$ cat src/hw/rtl/rgbfx_pkg.sv
`timescale 1ns / 1ps
// ----------------------------------------------------------------------------
// RGB LED effect generator package
// Shared widths, register indexes, reset values and field codes.
// ----------------------------------------------------------------------------
package rgbfx_pkg;

    localparam int COLOR_W  = 8;
    localparam int PERIOD_W = 16;
    localparam int MODE_W   = 2;
    localparam int LEVEL_W  = 2;
    localparam int CFG_IDX_W  = 3;
    localparam int CFG_DATA_W = 8;

    localparam logic OP_TICK    = 1'b0;
    localparam logic OP_COMMAND = 1'b1;

    localparam logic [MODE_W-1:0] MODE_OFF     = 2'd0;
    localparam logic [MODE_W-1:0] MODE_SOLID   = 2'd1;
    localparam logic [MODE_W-1:0] MODE_BLINK   = 2'd2;
    localparam logic [MODE_W-1:0] MODE_BREATHE = 2'd3;

    localparam logic [LEVEL_W-1:0] LEVEL_DEFAULT = 2'd0;
    localparam logic [LEVEL_W-1:0] LEVEL_LOW     = 2'd1;
    localparam logic [LEVEL_W-1:0] LEVEL_MEDIUM  = 2'd2;
    localparam logic [LEVEL_W-1:0] LEVEL_HIGH    = 2'd3;

    localparam logic [CFG_IDX_W-1:0] REG_LOW_BRIGHTNESS     = 3'd0;
    localparam logic [CFG_IDX_W-1:0] REG_MEDIUM_BRIGHTNESS  = 3'd1;
    localparam logic [CFG_IDX_W-1:0] REG_HIGH_BRIGHTNESS    = 3'd2;
    localparam logic [CFG_IDX_W-1:0] REG_DEFAULT_BRIGHTNESS = 3'd3;
    localparam logic [CFG_IDX_W-1:0] REG_GLOBAL_LEVEL       = 3'd4;
    localparam logic [CFG_IDX_W-1:0] REG_FRAME_INTERVAL     = 3'd5;

    localparam logic [COLOR_W-1:0]  LOW_BRIGHTNESS_RST     = 8'd64;
    localparam logic [COLOR_W-1:0]  MEDIUM_BRIGHTNESS_RST  = 8'd128;
    localparam logic [COLOR_W-1:0]  HIGH_BRIGHTNESS_RST    = 8'd255;
    localparam logic [COLOR_W-1:0]  DEFAULT_BRIGHTNESS_RST = 8'd128;
    localparam logic [COLOR_W-1:0]  FRAME_INTERVAL_RST     = 8'd20;
    localparam logic [PERIOD_W-1:0] PERIOD_RST             = 16'd1000;

endpackage

$ cat src/hw/rtl/rgbfx_if.sv
`timescale 1ns / 1ps
// ----------------------------------------------------------------------------
// RGB LED effect generator channels
// Valid/ready channels for input items and rendered frames.
// ----------------------------------------------------------------------------
interface rgbfx_in_if;
    logic                                valid;
    logic                                ready;
    logic                                op;
    logic [rgbfx_pkg::MODE_W-1:0]        mode;
    logic [rgbfx_pkg::COLOR_W-1:0]       red;
    logic [rgbfx_pkg::COLOR_W-1:0]       green;
    logic [rgbfx_pkg::COLOR_W-1:0]       blue;
    logic [rgbfx_pkg::PERIOD_W-1:0]      period_len;
    logic [rgbfx_pkg::LEVEL_W-1:0]       level;

    modport source (output valid, op, mode, red, green, blue, period_len, level,
                    input ready);
    modport sink (input valid, op, mode, red, green, blue, period_len, level,
                  output ready);
endinterface

interface rgbfx_out_if;
    logic                                valid;
    logic                                ready;
    logic [rgbfx_pkg::MODE_W-1:0]        frame_mode;
    logic [rgbfx_pkg::COLOR_W-1:0]       out_red;
    logic [rgbfx_pkg::COLOR_W-1:0]       out_green;
    logic [rgbfx_pkg::COLOR_W-1:0]       out_blue;
    logic [rgbfx_pkg::COLOR_W-1:0]       strip_brightness;

    modport source (output valid, frame_mode, out_red, out_green, out_blue,
                    strip_brightness, input ready);
    modport sink (input valid, frame_mode, out_red, out_green, out_blue,
                  strip_brightness, output ready);
endinterface

$ cat src/hw/rtl/rgb_led_effect_generator_unit.sv
`timescale 1ns / 1ps
// ----------------------------------------------------------------------------
// RGB LED effect generator
// Renders off, solid, blink and breathe frames from commands and 1 ms ticks.
// ----------------------------------------------------------------------------
// A command, or a tick that renders no frame, is taken while the block is idle.
// A tick that renders a frame stalls the input while it runs the bit-serial
// divider that forms the breathe wave (breathe with a period of two or more
// only), then the bit-serial multipliers that scale the three channels, and
// then moves the frame into the output register. That move waits while an
// earlier frame still sits untaken in the output register, and the input stays
// stalled for as long. The frame then waits in that register while further
// items are taken. Configuration writes are taken in every cycle.
module rgb_led_effect_generator_unit (
    input  logic                               i_clk,
    input  logic                               i_rst_n,
    rgbfx_in_if.sink                           i_in,
    rgbfx_out_if.source                        o_out,
    input  logic                               i_cfg_valid,
    output logic                               o_cfg_ready,
    input  logic [rgbfx_pkg::CFG_IDX_W-1:0]    i_cfg_index,
    input  logic [rgbfx_pkg::CFG_DATA_W-1:0]   i_cfg_data
);

    typedef enum logic [1:0] {
        ST_IDLE,
        ST_DIV,
        ST_MUL,
        ST_DONE
    } t_state;

    localparam int CW = rgbfx_pkg::COLOR_W;
    localparam int PW = rgbfx_pkg::PERIOD_W;
    localparam int MW = rgbfx_pkg::MODE_W;
    localparam int LW = rgbfx_pkg::LEVEL_W;

    t_state r_state, n_state;

    logic [CW-1:0] r_low_bright, n_low_bright;
    logic [CW-1:0] r_med_bright, n_med_bright;
    logic [CW-1:0] r_high_bright, n_high_bright;
    logic [CW-1:0] r_def_bright, n_def_bright;
    logic [LW-1:0] r_global_level, n_global_level;
    logic [CW-1:0] r_frame_interval, n_frame_interval;

    logic [MW-1:0] r_mode, n_mode;
    logic [CW-1:0] r_red, n_red;
    logic [CW-1:0] r_green, n_green;
    logic [CW-1:0] r_blue, n_blue;
    logic [PW-1:0] r_period, n_period;
    logic [LW-1:0] r_level, n_level;
    logic [PW-1:0] r_phase, n_phase;
    logic [CW-1:0] r_frame_count, n_frame_count;

    logic [MW-1:0] r_w_mode, n_w_mode;
    logic [CW-1:0] r_w_red, n_w_red;
    logic [CW-1:0] r_w_green, n_w_green;
    logic [CW-1:0] r_w_blue, n_w_blue;
    logic [CW-1:0] r_w_bright, n_w_bright;
    logic [PW-1:0] r_rem, n_rem;
    logic [CW-1:0] r_num_lo, n_num_lo;
    logic [PW-1:0] r_den, n_den;
    logic [CW-1:0] r_quo, n_quo;
    logic [2:0]    r_cnt, n_cnt;
    logic [2*CW-1:0] r_acc_red, n_acc_red;
    logic [2*CW-1:0] r_acc_green, n_acc_green;
    logic [2*CW-1:0] r_acc_blue, n_acc_blue;

    logic          r_out_valid, n_out_valid;
    logic [MW-1:0] r_out_mode, n_out_mode;
    logic [CW-1:0] r_out_red, n_out_red;
    logic [CW-1:0] r_out_green, n_out_green;
    logic [CW-1:0] r_out_blue, n_out_blue;
    logic [CW-1:0] r_out_bright, n_out_bright;

    logic              w_in_xfer;
    logic              w_due;
    logic [PW:0]       w_phase_next;
    logic [PW-2:0]     w_half;
    logic              w_rising;
    logic [PW-1:0]     w_span;
    logic [PW+CW-1:0]  w_num;
    logic [PW-1:0]     w_den;
    logic [LW-1:0]     w_lvl;
    logic [CW-1:0]     w_bright;
    logic [CW-1:0]     w_weight;
    logic              w_need_div;
    logic [PW:0]       w_trial;
    logic [PW:0]       w_diff;
    logic              w_out_free;

    function automatic logic [CW-1:0] div255(input logic [2*CW-1:0] x);
        logic [2*CW:0] s;
        s = {1'b0, x} + {{(CW+1){1'b0}}, x[2*CW-1:CW]} + {{(2*CW){1'b0}}, 1'b1};
        return s[2*CW-1:CW];
    endfunction

    function automatic logic [2*CW-1:0] mac_step(input logic [2*CW-1:0] acc,
                                                 input logic bit_in,
                                                 input logic [CW-1:0] v);
        return {acc[2*CW-2:0], 1'b0} + (bit_in ? {{CW{1'b0}}, v} : {(2*CW){1'b0}});
    endfunction

    assign i_in.ready = (r_state == ST_IDLE);
    assign w_in_xfer  = i_in.valid && i_in.ready;
    assign o_cfg_ready = 1'b1;
    assign w_out_free = !r_out_valid || o_out.ready;

    assign o_out.valid            = r_out_valid;
    assign o_out.frame_mode       = r_out_mode;
    assign o_out.out_red          = r_out_red;
    assign o_out.out_green        = r_out_green;
    assign o_out.out_blue         = r_out_blue;
    assign o_out.strip_brightness = r_out_bright;

    assign w_due        = ({1'b0, r_frame_count} + 9'd1) >= {1'b0, r_frame_interval};
    assign w_phase_next = {1'b0, r_phase} + {{PW{1'b0}}, 1'b1};
    assign w_half       = r_period[PW-1:1];
    assign w_rising     = r_phase < {1'b0, w_half};
    assign w_span       = w_rising ? r_phase : (r_period - r_phase);
    assign w_num        = {w_span, {CW{1'b0}}} - {{CW{1'b0}}, w_span};
    assign w_den        = w_rising ? {1'b0, w_half} : (r_period - {1'b0, w_half});
    assign w_lvl        = (r_level != rgbfx_pkg::LEVEL_DEFAULT) ? r_level : r_global_level;
    assign w_need_div   = (r_mode == rgbfx_pkg::MODE_BREATHE) && (w_half != '0);
    assign w_trial      = {r_rem, r_num_lo[CW-1]};
    assign w_diff       = w_trial - {1'b0, r_den};

    always_comb begin
        unique case (w_lvl)
            rgbfx_pkg::LEVEL_LOW:    w_bright = r_low_bright;
            rgbfx_pkg::LEVEL_MEDIUM: w_bright = r_med_bright;
            rgbfx_pkg::LEVEL_HIGH:   w_bright = r_high_bright;
            default:                 w_bright = r_def_bright;
        endcase
    end

    always_comb begin
        unique case (r_mode)
            rgbfx_pkg::MODE_OFF:   w_weight = '0;
            rgbfx_pkg::MODE_SOLID: w_weight = '1;
            rgbfx_pkg::MODE_BLINK: w_weight = w_rising ? '1 : '0;
            default:               w_weight = '1;
        endcase
    end

    always_comb begin
        n_state          = r_state;
        n_low_bright     = r_low_bright;
        n_med_bright     = r_med_bright;
        n_high_bright    = r_high_bright;
        n_def_bright     = r_def_bright;
        n_global_level   = r_global_level;
        n_frame_interval = r_frame_interval;
        n_mode           = r_mode;
        n_red            = r_red;
        n_green          = r_green;
        n_blue           = r_blue;
        n_period         = r_period;
        n_level          = r_level;
        n_phase          = r_phase;
        n_frame_count    = r_frame_count;
        n_w_mode         = r_w_mode;
        n_w_red          = r_w_red;
        n_w_green        = r_w_green;
        n_w_blue         = r_w_blue;
        n_w_bright       = r_w_bright;
        n_rem            = r_rem;
        n_num_lo         = r_num_lo;
        n_den            = r_den;
        n_quo            = r_quo;
        n_cnt            = r_cnt;
        n_acc_red        = r_acc_red;
        n_acc_green      = r_acc_green;
        n_acc_blue       = r_acc_blue;
        n_out_valid      = r_out_valid && !o_out.ready;
        n_out_mode       = r_out_mode;
        n_out_red        = r_out_red;
        n_out_green      = r_out_green;
        n_out_blue       = r_out_blue;
        n_out_bright     = r_out_bright;

        if (i_cfg_valid) begin
            unique case (i_cfg_index)
                rgbfx_pkg::REG_LOW_BRIGHTNESS:     n_low_bright = i_cfg_data;
                rgbfx_pkg::REG_MEDIUM_BRIGHTNESS:  n_med_bright = i_cfg_data;
                rgbfx_pkg::REG_HIGH_BRIGHTNESS:    n_high_bright = i_cfg_data;
                rgbfx_pkg::REG_DEFAULT_BRIGHTNESS: n_def_bright = i_cfg_data;
                rgbfx_pkg::REG_GLOBAL_LEVEL:       n_global_level = i_cfg_data[LW-1:0];
                rgbfx_pkg::REG_FRAME_INTERVAL:     n_frame_interval = i_cfg_data;
                default: ;
            endcase
        end

        unique case (r_state)
            ST_IDLE: begin
                if (w_in_xfer) begin
                    if (i_in.op == rgbfx_pkg::OP_COMMAND) begin
                        n_mode   = i_in.mode;
                        n_red    = i_in.red;
                        n_green  = i_in.green;
                        n_blue   = i_in.blue;
                        n_period = (i_in.period_len == '0) ? {{(PW-1){1'b0}}, 1'b1}
                                                           : i_in.period_len;
                        n_level  = i_in.level;
                        n_phase  = '0;
                    end else begin
                        n_frame_count = w_due ? '0 : r_frame_count + 8'd1;
                        n_phase = (w_phase_next >= {1'b0, r_period}) ? '0
                                                                     : w_phase_next[PW-1:0];
                        if (w_due) begin
                            n_w_mode   = r_mode;
                            n_w_red    = r_red;
                            n_w_green  = r_green;
                            n_w_blue   = r_blue;
                            n_w_bright = w_bright;
                            n_rem      = w_num[PW+CW-1:CW];
                            n_num_lo   = w_num[CW-1:0];
                            n_den      = w_den;
                            n_quo      = w_weight;
                            n_cnt      = '1;
                            n_acc_red   = '0;
                            n_acc_green = '0;
                            n_acc_blue  = '0;
                            n_state    = w_need_div ? ST_DIV : ST_MUL;
                        end
                    end
                end
            end
            ST_DIV: begin
                if (!w_diff[PW]) begin
                    n_rem = w_diff[PW-1:0];
                end else begin
                    n_rem = w_trial[PW-1:0];
                end
                n_quo    = {r_quo[CW-2:0], !w_diff[PW]};
                n_num_lo = {r_num_lo[CW-2:0], 1'b0};
                n_cnt    = r_cnt - 3'd1;
                if (r_cnt == '0) begin
                    n_state = ST_MUL;
                end
            end
            ST_MUL: begin
                n_acc_red   = mac_step(r_acc_red, r_quo[CW-1], r_w_red);
                n_acc_green = mac_step(r_acc_green, r_quo[CW-1], r_w_green);
                n_acc_blue  = mac_step(r_acc_blue, r_quo[CW-1], r_w_blue);
                n_quo       = {r_quo[CW-2:0], 1'b0};
                n_cnt       = r_cnt - 3'd1;
                if (r_cnt == '0) begin
                    n_state = ST_DONE;
                end
            end
            ST_DONE: begin
                if (w_out_free) begin
                    n_out_valid  = 1'b1;
                    n_out_mode   = r_w_mode;
                    n_out_red    = div255(r_acc_red);
                    n_out_green  = div255(r_acc_green);
                    n_out_blue   = div255(r_acc_blue);
                    n_out_bright = r_w_bright;
                    n_state      = ST_IDLE;
                end
            end
            default: n_state = ST_IDLE;
        endcase
    end

    always_ff @(posedge i_clk) begin
        if (!i_rst_n) begin
            r_state          <= ST_IDLE;
            r_low_bright     <= rgbfx_pkg::LOW_BRIGHTNESS_RST;
            r_med_bright     <= rgbfx_pkg::MEDIUM_BRIGHTNESS_RST;
            r_high_bright    <= rgbfx_pkg::HIGH_BRIGHTNESS_RST;
            r_def_bright     <= rgbfx_pkg::DEFAULT_BRIGHTNESS_RST;
            r_global_level   <= rgbfx_pkg::LEVEL_DEFAULT;
            r_frame_interval <= rgbfx_pkg::FRAME_INTERVAL_RST;
            r_mode           <= rgbfx_pkg::MODE_OFF;
            r_red            <= '0;
            r_green          <= '0;
            r_blue           <= '0;
            r_period         <= rgbfx_pkg::PERIOD_RST;
            r_level          <= rgbfx_pkg::LEVEL_DEFAULT;
            r_phase          <= '0;
            r_frame_count    <= rgbfx_pkg::FRAME_INTERVAL_RST - 8'd1;
            r_out_valid      <= 1'b0;
        end else begin
            r_state          <= n_state;
            r_low_bright     <= n_low_bright;
            r_med_bright     <= n_med_bright;
            r_high_bright    <= n_high_bright;
            r_def_bright     <= n_def_bright;
            r_global_level   <= n_global_level;
            r_frame_interval <= n_frame_interval;
            r_mode           <= n_mode;
            r_red            <= n_red;
            r_green          <= n_green;
            r_blue           <= n_blue;
            r_period         <= n_period;
            r_level          <= n_level;
            r_phase          <= n_phase;
            r_frame_count    <= n_frame_count;
            r_out_valid      <= n_out_valid;
        end
        r_w_mode     <= n_w_mode;
        r_w_red      <= n_w_red;
        r_w_green    <= n_w_green;
        r_w_blue     <= n_w_blue;
        r_w_bright   <= n_w_bright;
        r_rem        <= n_rem;
        r_num_lo     <= n_num_lo;
        r_den        <= n_den;
        r_quo        <= n_quo;
        r_cnt        <= n_cnt;
        r_acc_red    <= n_acc_red;
        r_acc_green  <= n_acc_green;
        r_acc_blue   <= n_acc_blue;
        r_out_mode   <= n_out_mode;
        r_out_red    <= n_out_red;
        r_out_green  <= n_out_green;
        r_out_blue   <= n_out_blue;
        r_out_bright <= n_out_bright;
    end

`ifndef SYNTH
    a_phase_in_period: assert property (@(posedge i_clk) disable iff (!i_rst_n)
        (r_phase < r_period))
        else $error("Phase counter reached the effect period.");

    a_rem_below_den: assert property (@(posedge i_clk) disable iff (!i_rst_n)
        (r_state == ST_DIV) |-> (r_rem < r_den))
        else $error("Divider remainder is not below the divisor.");

    a_due_starts_frame: assert property (@(posedge i_clk) disable iff (!i_rst_n)
        (w_in_xfer && (i_in.op == rgbfx_pkg::OP_TICK) && w_due) |=> (r_state != ST_IDLE))
        else $error("A due tick did not start a frame.");

    a_done_loads_output: assert property (@(posedge i_clk) disable iff (!i_rst_n)
        ((r_state == ST_DONE) && w_out_free) |=> (o_out.valid && (r_state == ST_IDLE)))
        else $error("A finished frame was not moved to the output register.");
`endif

endmodule

$ cat src/flat_wrapper.sv
// flat-port wrapper written by rule: the top's interface ports become plain ports
module rgb_led_effect_generator_unit_flat 
  (i_clk, i_rst_n, i_cfg_valid, o_cfg_ready, i_cfg_index, i_cfg_data, i_in_valid, i_in_op, i_in_mode, i_in_red, i_in_green, i_in_blue, i_in_period_len, i_in_level, i_in_ready, o_out_valid, o_out_frame_mode, o_out_out_red, o_out_out_green, o_out_out_blue, o_out_strip_brightness, o_out_ready);
  rgbfx_in_if i_in_i ();
  rgbfx_out_if o_out_i ();
  input  logic i_clk;
  input  logic i_rst_n;
  input  logic i_cfg_valid;
  output logic o_cfg_ready;
  input  logic [rgbfx_pkg::CFG_IDX_W-1:0] i_cfg_index;
  input  logic [rgbfx_pkg::CFG_DATA_W-1:0] i_cfg_data;
  input wire logic [$bits(i_in_i.valid)-1:0] i_in_valid;
  input wire logic [$bits(i_in_i.op)-1:0] i_in_op;
  input wire logic [$bits(i_in_i.mode)-1:0] i_in_mode;
  input wire logic [$bits(i_in_i.red)-1:0] i_in_red;
  input wire logic [$bits(i_in_i.green)-1:0] i_in_green;
  input wire logic [$bits(i_in_i.blue)-1:0] i_in_blue;
  input wire logic [$bits(i_in_i.period_len)-1:0] i_in_period_len;
  input wire logic [$bits(i_in_i.level)-1:0] i_in_level;
  output wire logic [$bits(i_in_i.ready)-1:0] i_in_ready;
  output wire logic [$bits(o_out_i.valid)-1:0] o_out_valid;
  output wire logic [$bits(o_out_i.frame_mode)-1:0] o_out_frame_mode;
  output wire logic [$bits(o_out_i.out_red)-1:0] o_out_out_red;
  output wire logic [$bits(o_out_i.out_green)-1:0] o_out_out_green;
  output wire logic [$bits(o_out_i.out_blue)-1:0] o_out_out_blue;
  output wire logic [$bits(o_out_i.strip_brightness)-1:0] o_out_strip_brightness;
  input wire logic [$bits(o_out_i.ready)-1:0] o_out_ready;
  assign i_in_i.valid = i_in_valid;
  assign i_in_i.op = i_in_op;
  assign i_in_i.mode = i_in_mode;
  assign i_in_i.red = i_in_red;
  assign i_in_i.green = i_in_green;
  assign i_in_i.blue = i_in_blue;
  assign i_in_i.period_len = i_in_period_len;
  assign i_in_i.level = i_in_level;
  assign i_in_ready = i_in_i.ready;
  assign o_out_valid = o_out_i.valid;
  assign o_out_frame_mode = o_out_i.frame_mode;
  assign o_out_out_red = o_out_i.out_red;
  assign o_out_out_green = o_out_i.out_green;
  assign o_out_out_blue = o_out_i.out_blue;
  assign o_out_strip_brightness = o_out_i.strip_brightness;
  assign o_out_i.ready = o_out_ready;
  rgb_led_effect_generator_unit u_core (.i_clk(i_clk), .i_rst_n(i_rst_n), .i_in(i_in_i), .o_out(o_out_i), .i_cfg_valid(i_cfg_valid), .o_cfg_ready(o_cfg_ready), .i_cfg_index(i_cfg_index), .i_cfg_data(i_cfg_data));
endmodule
$ cat config.mk
export PLATFORM = sky130hd
export DESIGN_NAME = rgb_led_effect_generator_unit_flat
export DESIGN_NICKNAME = d
export VERILOG_FILES = /design/src/hw/rtl/rgbfx_pkg.sv /design/src/hw/rtl/rgbfx_if.sv /design/src/hw/rtl/rgb_led_effect_generator_unit.sv /design/src/flat_wrapper.sv
export SDC_FILE = /design/constraint.sdc
export NUM_CORES = 1
export LEC_CHECK = 0
export BUFFER_PORTS_ARGS = -buffer_cell sky130_fd_sc_hd__buf_2
export CAP_MARGIN = 20
export CORE_ASPECT_RATIO = 1.25
export CORE_MARGIN = 2
export CORE_UTILIZATION = 45
export DETAILED_ROUTE_END_ITERATION = 7
export PLACE_DENSITY = 0.66
export SLEW_MARGIN = 20
export SYNTH_ARGS = -nofsm -noshare
export SYNTH_HDL_FRONTEND = slang
export SYNTH_SLANG_ARGS = --single-unit
$ cat constraint.sdc
create_clock -name i_clk -period 5.09 [get_ports i_clk]
set_clock_uncertainty 0.1 [all_clocks]
set_input_delay 0.509 -clock i_clk [delete_from_list [all_inputs] [get_ports i_clk]]
set_output_delay 0.509 -clock i_clk [all_outputs]
set_load 0.005 [all_outputs]
# Yosys cells after proc, flatten, opt, wreduce, memory -nomap -nowiden
# Index checks and enable logic that the tools add are counted.
# classes
reduce_logical	35
n_bitwise	1
muxes	46
magnitude_cmp	3
n_eq_ne	19
add_sub_neg	17
# op_table
operator	count
$mux 16	11
$pmux 16 s2	4
$mux 8	11
$add 16x1->16 const B	3
$add 16x16->16	3
$add 16x8->16	3
$pmux 8 s3	2
$pmux 8 s2	2
$sub 24x16->24	1
$reduce_and 4->1	5
$add 16x1->17 const B	1
$ge 17x16->1	1
$sub 17x16->17	1
$logic_not 16->1	1
$lt 16x15->1	1
$mux 2	8
$reduce_and 2->1	8
$sub 16x15->16	1
$sub 16x16->16	1
$mux 15	1
$reduce_bool 15->1	1
$eq 2x2->1 const B	6
$add 8x1->9 const B	1
$ge 9x8->1	1
23 further kinds	43
# word_totals
wordCells	156
regBits	280
in_bits	61

# Depth between registers and ports, before layout
# Gate-level depths: netlist of the first run.
# depth
depth_word	7
mapped_depth	21
depth_no_buf	18

# Worst setup path before layout of the first run
# OpenSTA, ideal clock, no wires.
# synth_path
path_type	register -> register
from	register u_core.r_period[14]
to	register u_core.r_rem[10] (data pin)
path_stages_with_launch	20
t_required_ns	4.724
n_path_buf	4
arrival_ns	4.273
period_less_slack_ns	4.638
path_slack_ns	0.452
path_cell_list	dfxtp_1 inv_1 ha_1 a21o_1 a211o_1 a21o_1 a21oi_2 buf_2 buf_1 clkbuf_1 buf_1 a21oi_1 ha_1 o21a_1 a31o_2 a31oi_2 o21ai_4 o41ai_1 xor2_1 o21ai_1
# synth_between
elab_chain_cells	7
elab_cells_between_ends	8
classes_between	add/sub: 2; order compare: 1; mux: 5
# synth_lines
item	line_no	rtl
start, declared	rgb_led_effect_generator_unit.sv:50	logic [PW-1:0] r_period, n_period;
start signal, assigned	rgb_led_effect_generator_unit.sv:280	r_period <= rgbfx_pkg::PERIOD_RST;
start signal, assigned	rgb_led_effect_generator_unit.sv:297	r_period <= n_period;
$sub 16x16->16 / $lt 16x15->1 (equally long branches)	rgb_led_effect_generator_unit.sv:120, rgb_led_effect_generator_unit.sv:119	
$mux 16 *	rgb_led_effect_generator_unit.sv:120	assign w_span = w_rising ? r_phase : (r_period - r_phase);
$sub 24x16->24 *	rgb_led_effect_generator_unit.sv:121	assign w_num = {w_span, {CW{1'b0}}} - {{CW{1'b0}}, w_span};
$mux 16 *	rgb_led_effect_generator_unit.sv:210	if (w_due) begin
$mux 16 *	rgb_led_effect_generator_unit.sv:197	if (i_in.op == rgbfx_pkg::OP_COMMAND) begin
$mux 16 *	rgb_led_effect_generator_unit.sv:196	if (w_in_xfer) begin
$pmux 16 s2 *	rgb_led_effect_generator_unit.sv:194	unique case (r_state)
net u_core.n_rem[10]	rgb_led_effect_generator_unit.sv:60	logic [PW-1:0] r_rem, n_rem;
end signal, assigned	rgb_led_effect_generator_unit.sv:308	r_rem <= n_rem;
end, declared	rgb_led_effect_generator_unit.sv:60	
# Mark *: on every way through the listed nets, which the timed path passes. The rest lies on a longest branch. The select of a mux whose other input is x is not followed.
# A chain may end at the register's enable or synchronous reset.

# Worst setup path after layout of the first run
# layout_path
from	register u_core.r_phase[7]
to	register u_core.r_rem[9] (data pin)
# layout_between
elab_chain_cells	7
elab_cells_between_ends	8
classes_between	add/sub: 2; order compare: 1; mux: 5
# layout_lines
item	line_no	rtl
start, declared	rgb_led_effect_generator_unit.sv:52	logic [PW-1:0] r_phase, n_phase;
start signal, assigned	rgb_led_effect_generator_unit.sv:299	r_phase <= n_phase;
$sub 16x16->16 / $lt 16x15->1 (equally long branches)	rgb_led_effect_generator_unit.sv:120, rgb_led_effect_generator_unit.sv:119	
$mux 16 *	rgb_led_effect_generator_unit.sv:120	
$sub 24x16->24 *	rgb_led_effect_generator_unit.sv:121	
$mux 16 *	rgb_led_effect_generator_unit.sv:210	
$mux 16 *	rgb_led_effect_generator_unit.sv:197	
$mux 16 *	rgb_led_effect_generator_unit.sv:196	
$pmux 16 s2 *	rgb_led_effect_generator_unit.sv:194	
net u_core.n_rem[9]	rgb_led_effect_generator_unit.sv:60	
# Marked as above.

==> results of run 1 <==
kinds of logic after synthesis:
family	synth area share, %
xor+xnor	6.44
other cells	0.0216
flops	41.9
simple gates	17.2
compound gates	16.2
fa+ha+maj	11.4
buf+inv	3.97
mux	2.88
timing repair:
| item | in CTS | in global routing |
|---|---|---|
| gates resized for setup | 0 | 1 |
| setup endpoints to repair | 0 | 3 |
| buffers inserted | 0 | 0 |
power breakdown:
| part | leakage [nW] | total (mW) | internal [mW] | switching [mW] |
|---|---|---|---|---|
| Clock | 0.527 | 2.33 | 1.37 | 0.959 |
| Sequential | 2.50 | 3.59 | 3.16 | 0.431 |
| Combinational | 4.75 | 3.93 | 1.69 | 2.24 |
Yosys cell counts (11+ instances only):
cell        n  share of area (%)
a211oi_1   11               0.48
a21o_1     28                1.2
a21oi_1   168                4.8
and2_1     32                1.2
and3_1     17               0.61
clkbuf_1   53                1.1
dfxtp_1   113                 13
edfxtp_1  167                 29
ha_1      146                 11
inv_1      99                2.1
mux2i_1    24                1.4
nand2_1   262                5.7
nand2b_1   32                1.2
nand3_1    52                1.5
nand4_1    16               0.58
nor2_1    130                2.8
nor2b_1    24               0.86
nor3_1     35                1.0
o211ai_1   19               0.82
o21a_1     34                1.5
o21ai_0    75                2.2
o21bai_1   11               0.48
or3_1      13               0.47
xnor2_1    83                4.2
xor2_1     42                2.1
worst register-to-register path, cell delays in order, from the launching register on:
cell and delay [ns]:
dfxtp_1 0.44, inv_1 0.17, ha_1 0.29, a211oi_1 0.41, nor3b_2 0.15, nor4_2 0.27, a21oi_4 0.14, a21o_1 0.20
a21oi_1 0.16, xnor2_1 0.15, mux2i_1 0.35, ha_2 0.41, inv_1 0.12, a211o_1 0.10, a311oi_1 0.05, nand3_1 0.19
or4b_1 0.47, xnor2_1 0.17, mux2i_1 0.08
metal layers:
metal	global-route usage, %	vias up	wire [um]
li1	-	6773	-
met1	28.0	6551	19300
met2	39.7	313	22500
met3	2.39	79	1720
met4	8.58	0	1510
met5	0	-	0
cell type report:
type                            instances  area (um2)
Antenna cell                            1        2.50
Clock buffer                           40         871
Clock inverter                         16         201
Fill cell                            3573       18600
Inverter                              102         383
Multi-Input combinational cell       1399        9440
Sequential cell                       280        7280
Tap cell                              492         616
Timing Repair Buffer                  130         736
stage by stage:
stage          hold WS (ns)  util (%)  total power [mW]
5_1_grt              0.0314      51.2              10.6
4_1_cts              0.0162      51.2              9.92
6_report             0.0444      51.2              9.85
2_1_floorplan         0.300         -              6.50
3_5_place_dp          0.305      48.4              7.55
3_3_place_gp          0.301      48.4              7.43
state kept, by name, summed over array words and instances (netlist names), 16 cells and up:
register and flops:
u_core.r_phase 16, u_core.r_den 16, u_core.r_acc_blue 16, u_core.r_period 16, u_core.r_acc_green 16, u_core.r_rem 16
u_core.r_acc_red 16
path summary, 6_finish.rpt:
check,startpoint,endpoint,slack [ns],cells past startpoint
max reg2reg,u_core.r_phase[7],u_core.r_rem[9],0.38,18
max,u_core.r_phase[7],u_core.r_rem[9],0.38,18
min reg2reg,u_core.r_w_mode[1],u_core.o_out.frame_mode[1],0.32,0
min,i_in_green[1],u_core.r_green[1],0.04,3
==> results by group, run 1 <==
Finish
  – Share of cells above drive strength 1: 12.3%
  – Area delta synth->final: 12.5%
  – Final Non-Filler Cells: 2460
  – Most frequent cells in the layout: nand2_1 (262), a21oi_1 (168), edfxtp_1 (167)
  – Nets: between 2000 and 2500
  – Commonest non-fill, non-tap cell in the layout: nand2_1
  – Final instance area: roughly 20000 um2

Place
  – Placer's final routability congestion estimate: 0.907
  – Cell Area, Placed: 18500 um2
  – I/O Buffers: 96
  – Cells after DPL: 2403
  – Hpwl dp: around 34 mm
  – Pre-CTS WS: 0.391 ns

Route
  – Iter 0 DRT Violations: slightly below 800
  – Vias post-DR: 13700
  – Drt total wl: 45.0 mm
  – # DRC: 0
  – Drt wl/cell: ~18 um
  – ANT nets after route: 0
  – DR pass1 iterations: 5
  – Vias/cell: 5.58

Floorplanning
  – Die Y: 224 um
  – Starting density of the core: 45.5%
  – Area of the core: around 38000 um2
  – I/O pins: 98
  – Die width: 180 um
  – # rows: 80
  – Die Area: 40200 um2

Timing
  – Setup TNS Final: 0 ns
  – Max Fclk: 0.212 GHz
  – Slew Limit Fails: 0
  – Fin crit share: 92.6%
  – Setup ws final: approximately 0.38 ns
  – Slew margin rel.: between 20% and 30%
  – Tightest Pin Transition: about 1.1 ns
  – Final number of hold-violating endpoints: 0
  – Unrepaired setup endpoints after global routing: no
  – Tmin final: 4.71 ns
  – Final setup fails: 0

GRT
  – Initial antenna violation count: 1
  – GRT Util Overall: between 20% and 30%
  – Vias in the first global route: roughly 14000
  – Largest net degree at the start of global routing: between 70 and 80
  – First-pass GRT wire length: 72.6 mm
  – GRT overflow: 0

Logic synthesis
  – Post-Syn Instances: 1854
  – Yosys reg bits: 280
  – Seq/Total Area, Yosys: 41.9%
  – Top FF cell, synth: edfxtp_1
  – Synth Warn #: 0
  – Mean Syn Cell Area: 9.36 um2
  – Number of flops mapped to enable cells by yosys: roughly 170
  – Mapped Area: 17400 um2
  – Count of cell types in the netlist: 90
  – Ys async rst share: 0%
  – Syn nets: between 2000 and 2500

Setup path
  – Bufs and invs on worst path: 2
  – Max stage delay on crit path: 0.47 ns
  – Crit Path Class: reg2reg
  – CP max stage cell: or4b_1
  – Delay-heaviest family, CP: simple AND/OR/NAND/NOR gates
  – CP max FO: 10
  – Worst Path Arrival: 4.90 ns
  – CP Launch Type: flop
  – Crit-path cells: inv_1 > ha_1 > a211oi_1 > nor3b_2 > nor4_2 > a21oi_4 > a21o_1 > a21oi_1 > xnor2_1 > mux2i_1 > ha_2 > inv_1 > a211o_1 > a311oi_1 > nand3_1 > or4b_1 > xnor2_1 > mux2i_1
  – CP required: 5.28 ns
  – Worst setup EP type: flop

Clock tree
  – H-tree level count: 1
  – Root buf cell: clkbuf_16
  – CTS Buffer Depth: 3
  – CTS Sinks: 280
  – Total CTS buffers: 30
  – Hold-fix buffers, CTS: 0
  – Worst skew pair latency: around 0.6 ns
  – CTS tree: done
  – Worst-path clk slew: approximately 0.060 ns

Power and ir drop
  – Total power divided by cell area: 504 nW/um2
  – Leak pwr: 7.77 nW
  – Worst VDD drop: just under 0.3 mV

Hold path
  – Worst hold-check path type: in2reg

Status
  – Status: finished clean

Job
  – Max capacitance violation total: 0
Power figures use the tool's default switching activity.
==> run 2: changes to the inputs <==
--- a/config.mk
+++ b/config.mk
@@ -11,7 +11,7 @@
 export CORE_MARGIN = 2
 export CORE_UTILIZATION = 45
 export DETAILED_ROUTE_END_ITERATION = 7
-export PLACE_DENSITY = 0.66
+export PLACE_DENSITY = 0.63
 export SLEW_MARGIN = 20
 export SYNTH_ARGS = -nofsm -noshare
 export SYNTH_HDL_FRONTEND = slang
==> constraint.sdc (replaced) <==
create_clock -name i_clk -period 5.3 [get_ports i_clk]
set_clock_uncertainty 0.1 [all_clocks]
set_input_delay 0.53 -clock i_clk [delete_from_list [all_inputs] [get_ports i_clk]]
set_output_delay 0.53 -clock i_clk [all_outputs]
set_load 0.005 [all_outputs]
==> run 2 against run 1 <==
  * The run now ends with design-rule violations left
  * Utilization fell by 0.26 points
  * Non-clock buffer count fell by 5
  * Worst hold slack improved by 0.044 ns
  * Final cell count fell by 0.16%
  * First-iteration DRC count rose by 6.7%
==> results by group, run 2 (synthesis gave the netlist of run 1 again) <==
Route
  – Drt total wl: 44.9 mm
  – ANT nets after route: 0
  – # DRC: 7
  – Vias/cell: 5.56
  – Vias post-DR: 13700
  – Iter 0 DRT Violations: 843
  – Drt wl/cell: between 15 and 20 um
  – DR pass1 iterations: 8

Place
  – I/O Buffers: 96
  – Placer's final routability congestion estimate: 0.925
  – Hpwl dp: 33.6 mm
  – Pre-CTS WS: between 0.6 and 0.7 ns

Floorplanning
  – Die Area: 40200 um2
  – Area of the core: 38100 um2
  – Starting density of the core: between 40% and 50%
  – Die width: ~180 um
  – Die Y: 224 um
  – I/O pins: about 100
  – # rows: 80

Timing
  – Setup ws final: 0.619 ns
  – Slew Limit Fails: 0
  – Final setup fails: 0
  – Max Fclk: 0.214 GHz
  – Tmin final: ~4.7 ns
  – Tightest Pin Transition: 1.06 ns
  – Setup TNS Final: 0 ns
  – Final number of hold-violating endpoints: 0
  – Fin crit share: about 90%
  – Unrepaired setup endpoints after global routing: no
  – Slew margin rel.: 29.0%

Finish
  – Antenna diodes: 0
  – Share of cells above drive strength 1: about an eighth
  – Nets: 2152
  – Area delta synth->final: 11.9%
  – Commonest non-fill, non-tap cell in the layout: nand2_1
  – Most frequent cells in the layout: nand2_1 (262), a21oi_1 (168), edfxtp_1 (167)
  – Final core occ: 50.9%

Clock tree
  – Worst-path clk slew: 0.06 ns
  – CTS tree: done
  – Root buf cell: clkbuf_16
  – CTS Sinks: 280
  – CTS Buffer Depth: 3
  – Worst skew pair latency: 0.59 ns
  – Total CTS buffers: 31
  – H-tree level count: 1
  – CTS resizes: 0
  – Hold-fix buffers, CTS: 0
  – Buffers inserted by post-CTS timing repair: 0

GRT
  – GRT overflow: 0
  – First-pass GRT wire length: 72.9 mm
  – Initial antenna violation count: 0
  – GRT Util Overall: approximately 22%
  – Largest net degree at the start of global routing: 76
  – Vias in the first global route: 13900

Hold path
  – Hold Path Origin: i_in_period_len[3]
  – Worst hold-check path type: in2reg
  – Hold depth: 3
  – Worst Hold End: u_core.r_period[3]

Setup path
  – Crit-path cells: inv_1 > ha_1 > nand2_1 > a211oi_4 > o211ai_2 > a21oi_4 > a21o_1 > a21oi_1 > xnor2_1 > mux2i_1 > ha_1 > inv_1 > a211o_1 > a311oi_1 > nand3_1 > or4b_1 > xnor2_1 > mux2i_1
  – CP Launch Type: flop
  – CP Depth: 18
  – Max stage delay on crit path: 0.52 ns
  – Reg2reg path depth: 18
  – Worst Path Arrival: 4.90 ns
  – RR Startpoint: u_core.r_phase[3]
  – Worst setup EP type: flop
  – CP required: 5.52 ns
  – Reg2reg end: u_core.r_rem[9]
  – CP max FO: 10
  – CP max stage cell: dfxtp_1
  – Bufs and invs on worst path: 2
  – Delay-heaviest family, CP: compound AO/OA/AOI/OAI gates
  – Crit Path Class: reg2reg
  – R2r setup slk: 0.62 ns

Power and ir drop
  – Leak pwr: 7.71 nW
  – Worst VDD drop: 0.298 mV
  – Tot Pwr: roughly 9.3 mW
  – Total power divided by cell area: about 480 nW/um2

Job
  – Max capacitance violation total: 0

Status
  – Failing checks: design-rule violations
  – Status: finished with violations
[run 2: power by group]
part	switching [mW]	leakage [nW]	internal [mW]
clock network	0.924	0.494	1.22
registers	0.420	2.50	3.03
logic	2.12	4.72	1.60
total	3.47	7.71	5.85
[run 2: worst max path at each step]
stage,start,end,slack (ns)
after floorplan,u_core.r_period[14],u_core.r_rem[10],0.66
after global placement,u_core.r_phase[3],u_core.r_rem[9],0.73
after detailed placement,u_core.r_phase[3],u_core.r_rem[9],0.65
after CTS,u_core.r_phase[3],u_core.r_rem[13],0.64
after global routing,u_core.r_phase[3],u_core.r_rem[9],0.22
final,u_core.r_phase[3],u_core.r_rem[9],0.62
[run 2: tightest hold or removal path, stage by stage]
cell and delay, ns:
buf_2 0.09, nand2_1 0.04, o211ai_1 0.07
[run 2: layer usage]
layer / up-vias / global-route usage, % / routed length [um]
met5: - / 0 / 0
met4: 0 / 8.94 / 1880
met3: 97 / 2.37 / 1810
met2: 314 / 40.4 / 22400
met1: 6487 / 27.3 / 18800
li1: 6761 / - / -
[run 2: per-stage QoR]
step	std cells	instance area, um2	hold slack, ns
after global placement	2398	18400	0.303
after floorplan	1854	17400	0.300
after global routing	2456	19400	0.0700
final	2456	19400	0.0887
after detailed placement	2398	18400	0.305
after CTS	2456	19400	0.0606
[run 2: cell type report]
type	count	area, um2
timing repair buffer	125	698
tap	492	616
sequential	280	7280
clock buffer	44	881
fill	3576	18700
clock inverter	14	135
multi-input combinational	1399	9440
inverter	102	383
==> run 3: changes to the inputs <==
--- a/config.mk
+++ b/config.mk
@@ -9,9 +9,9 @@
 export CAP_MARGIN = 20
 export CORE_ASPECT_RATIO = 1.25
 export CORE_MARGIN = 2
-export CORE_UTILIZATION = 45
+export CORE_UTILIZATION = 62
 export DETAILED_ROUTE_END_ITERATION = 7
-export PLACE_DENSITY = 0.63
+export PLACE_DENSITY = 0.82
 export SLEW_MARGIN = 20
 export SYNTH_ARGS = -nofsm -noshare
 export SYNTH_HDL_FRONTEND = slang
==> run 3 against run 2 <==
  * Non-clock buffer count down 4
  * Critical endpoint unchanged
  * Maximum frequency decreased by 5.6%
  * Final cell count fell by 6.1%
  * Sequential power about the same
  * First-iteration DRC count up 13%
  * Count of clock-buffer cells in the layout shrank 10
  * Via count rose by 3.5%
  * Sequential share of layout area rose by 0.38 points
  * Global-route usage is 7.7 points higher
  * Clock power up 5%
  * The run now ends clean
  * Highest routed layer unchanged
==> results by group, run 3 (synthesis gave the netlist of run 1 again) <==
Timing
  – Tmin final: a little under 5 ns
  – Unrepaired setup endpoints after global routing: no
  – Final number of hold-violating endpoints: 0
  – Slew Limit Fails: 0
  – Fin crit share: between 90 and 100%
  – Tightest Pin Transition: 1.07 ns
  – Slew margin rel.: 28.2%
  – Setup TNS Final: 0 ns
  – Max Fclk: 0.202 GHz
  – Final setup fails: 0
  – WHS: 0.0884 ns

GRT
  – Vias in the first global route: 13700
  – Largest net degree at the start of global routing: 76
  – First-pass GRT wire length: between 70 and 80 mm
  – Most Used Layer, Global Route: met2
  – Met3 usage: 3.22%
  – GR Layer Usage met1: between 30% and 40%
  – M2 GR Usage: 54.3%
  – GRT overflow: 0
  – Initial antenna violation count: 0
  – GRT Util Overall: 30.1%

Setup path
  – CP Launch Type: flop
  – CP max FO: 10
  – R2r setup slk: 0.34 ns
  – Worst setup EP type: flop
  – CP required: around 5.5 ns
  – Crit Path Class: reg2reg
  – Worst Path Arrival: 5.14 ns

Floorplanning
  – Die Area: 29400 um2
  – Starting density of the core: between 60% and 70%
  – Die width: 154 um
  – Die Y: about 190 um
  – # rows: a little under 70
  – Area of the core: 27600 um2
  – I/O pins: 98

Power and ir drop
  – Psw: around 3.5 mW
  – Sequential power share: 36.3%
  – Worst VDD drop: 0.323 mV
  – Switching Share: a little under two fifths
  – Leak pwr: 7.71 nW
  – Clk pwr share: 23.5%
  – Total power divided by cell area: between 400 and 500 nW/um2
  – Combinational Power Share: 40.1%
  – Pint: 5.97 mW

Place
  – Hpwl dp: 32.6 mm
  – I/O Buffers: 96
  – Placer's final routability congestion estimate: 0.976
  – Cell Area, Placed: 18200 um2

Route
  – # DRC: 0
  – DR pass1 iterations: 5
  – Drt total wl: 44.7 mm
  – ANT nets after route: 0
  – Vias post-DR: between 10000 and 15000
  – Vias/cell: around 6.1
  – Iter 0 DRT Violations: between 900 and 1000
  – Drt wl/cell: between 15 and 20 um

Clock tree
  – CTS Buffer Depth: 3
  – Root buf cell: clkbuf_16
  – Worst skew pair latency: 0.59 ns
  – Total CTS buffers: 29
  – Hold-fix buffers, CTS: 0
  – CTS tree: done
  – Buffers inserted by post-CTS timing repair: 0
  – Worst-path clk slew: 0.06 ns
  – H-tree level count: 1
  – CTS Sinks: 280
  – CTS resizes: 0

Finish
  – Most frequent cells in the layout: nand2_1 (262), a21oi_1 (168), edfxtp_1 (167)
  – Nets: 2146
  – Area delta synth->final: 10.8%
  – Share of cells above drive strength 1: about an eighth
  – Commonest non-fill, non-tap cell in the layout: nand2_1
  – Final instance area: approximately 19000 um2
  – Antenna diodes: 0

Job
  – Max capacitance violation total: 0

Hold path
  – Worst hold-check path type: in2reg

Status
  – Status: finished clean
## run 3: through the flow
step	setup slack, ns	total power [mW]	utilization (%)	cells
2_1_floorplan	0.662	6.24	-	1854
3_3_place_gp	0.588	7.06	66.0	2251
3_5_place_dp	0.491	7.21	66.0	2251
4_1_cts	0.410	9.50	69.8	2305
5_1_grt	0.0159	10.1	69.8	2306
6_report	0.343	9.51	69.8	2306
## run 3: per-layer routing
layer  share of wire (%)  wire [um]
met3                 6.1       2710
met4                 3.9       1740
met2                  51      22600
met1                  39      17600
met5                   0          0
## run 3: path summary, 6_finish.rpt
path / startpoint / depth (start not counted) / endpoint
worst min register to register: u_core.r_w_bright[2] / 0 / u_core.o_out.strip_brightness[2]
worst min-delay path: i_in_green[5] / 3 / u_core.r_green[5]
worst max register to register: u_core.r_phase[4] / 18 / u_core.r_rem[9]
worst max-delay path: u_core.r_phase[4] / 18 / u_core.r_rem[9]
## run 3: critical path, cell delays in order (launching register included)
cell      delay (ns)
dfxtp_1         0.41
clkinv_1        0.30
ha_1            0.49
a21oi_2         0.28
nand2_1         0.14
o211ai_2        0.27
a21oi_4         0.14
a21o_1          0.20
a21oi_1         0.18
xnor2_1         0.15
mux2i_1         0.34
ha_1            0.41
inv_1           0.14
a211o_1         0.10
a311oi_1        0.05
nand3_1         0.21
or4b_1          0.48
xnor2_1         0.17
mux2i_1         0.11
## run 3: layout make-up
cell class	instances	area (um2)
fillers	2112	8330
clock inverters	20	287
flip-flops and latches	280	7280
inverters	102	383
clock buffers	34	754
multi-input cells	1399	9430
repair buffers	121	666
well taps	350	438
## run 3: power by group through the flow
| stage | logic (mW) | clock network (mW) | registers [mW] |
|---|---|---|---|
| floorplan | 2.92 | 0 | 3.32 |
| global placement | 3.60 | 0 | 3.46 |
| detailed placement | 3.73 | 0 | 3.49 |
| CTS | 3.79 | 2.26 | 3.45 |
| global route | 4.25 | 2.33 | 3.51 |
| finish | 3.82 | 2.24 | 3.45 |
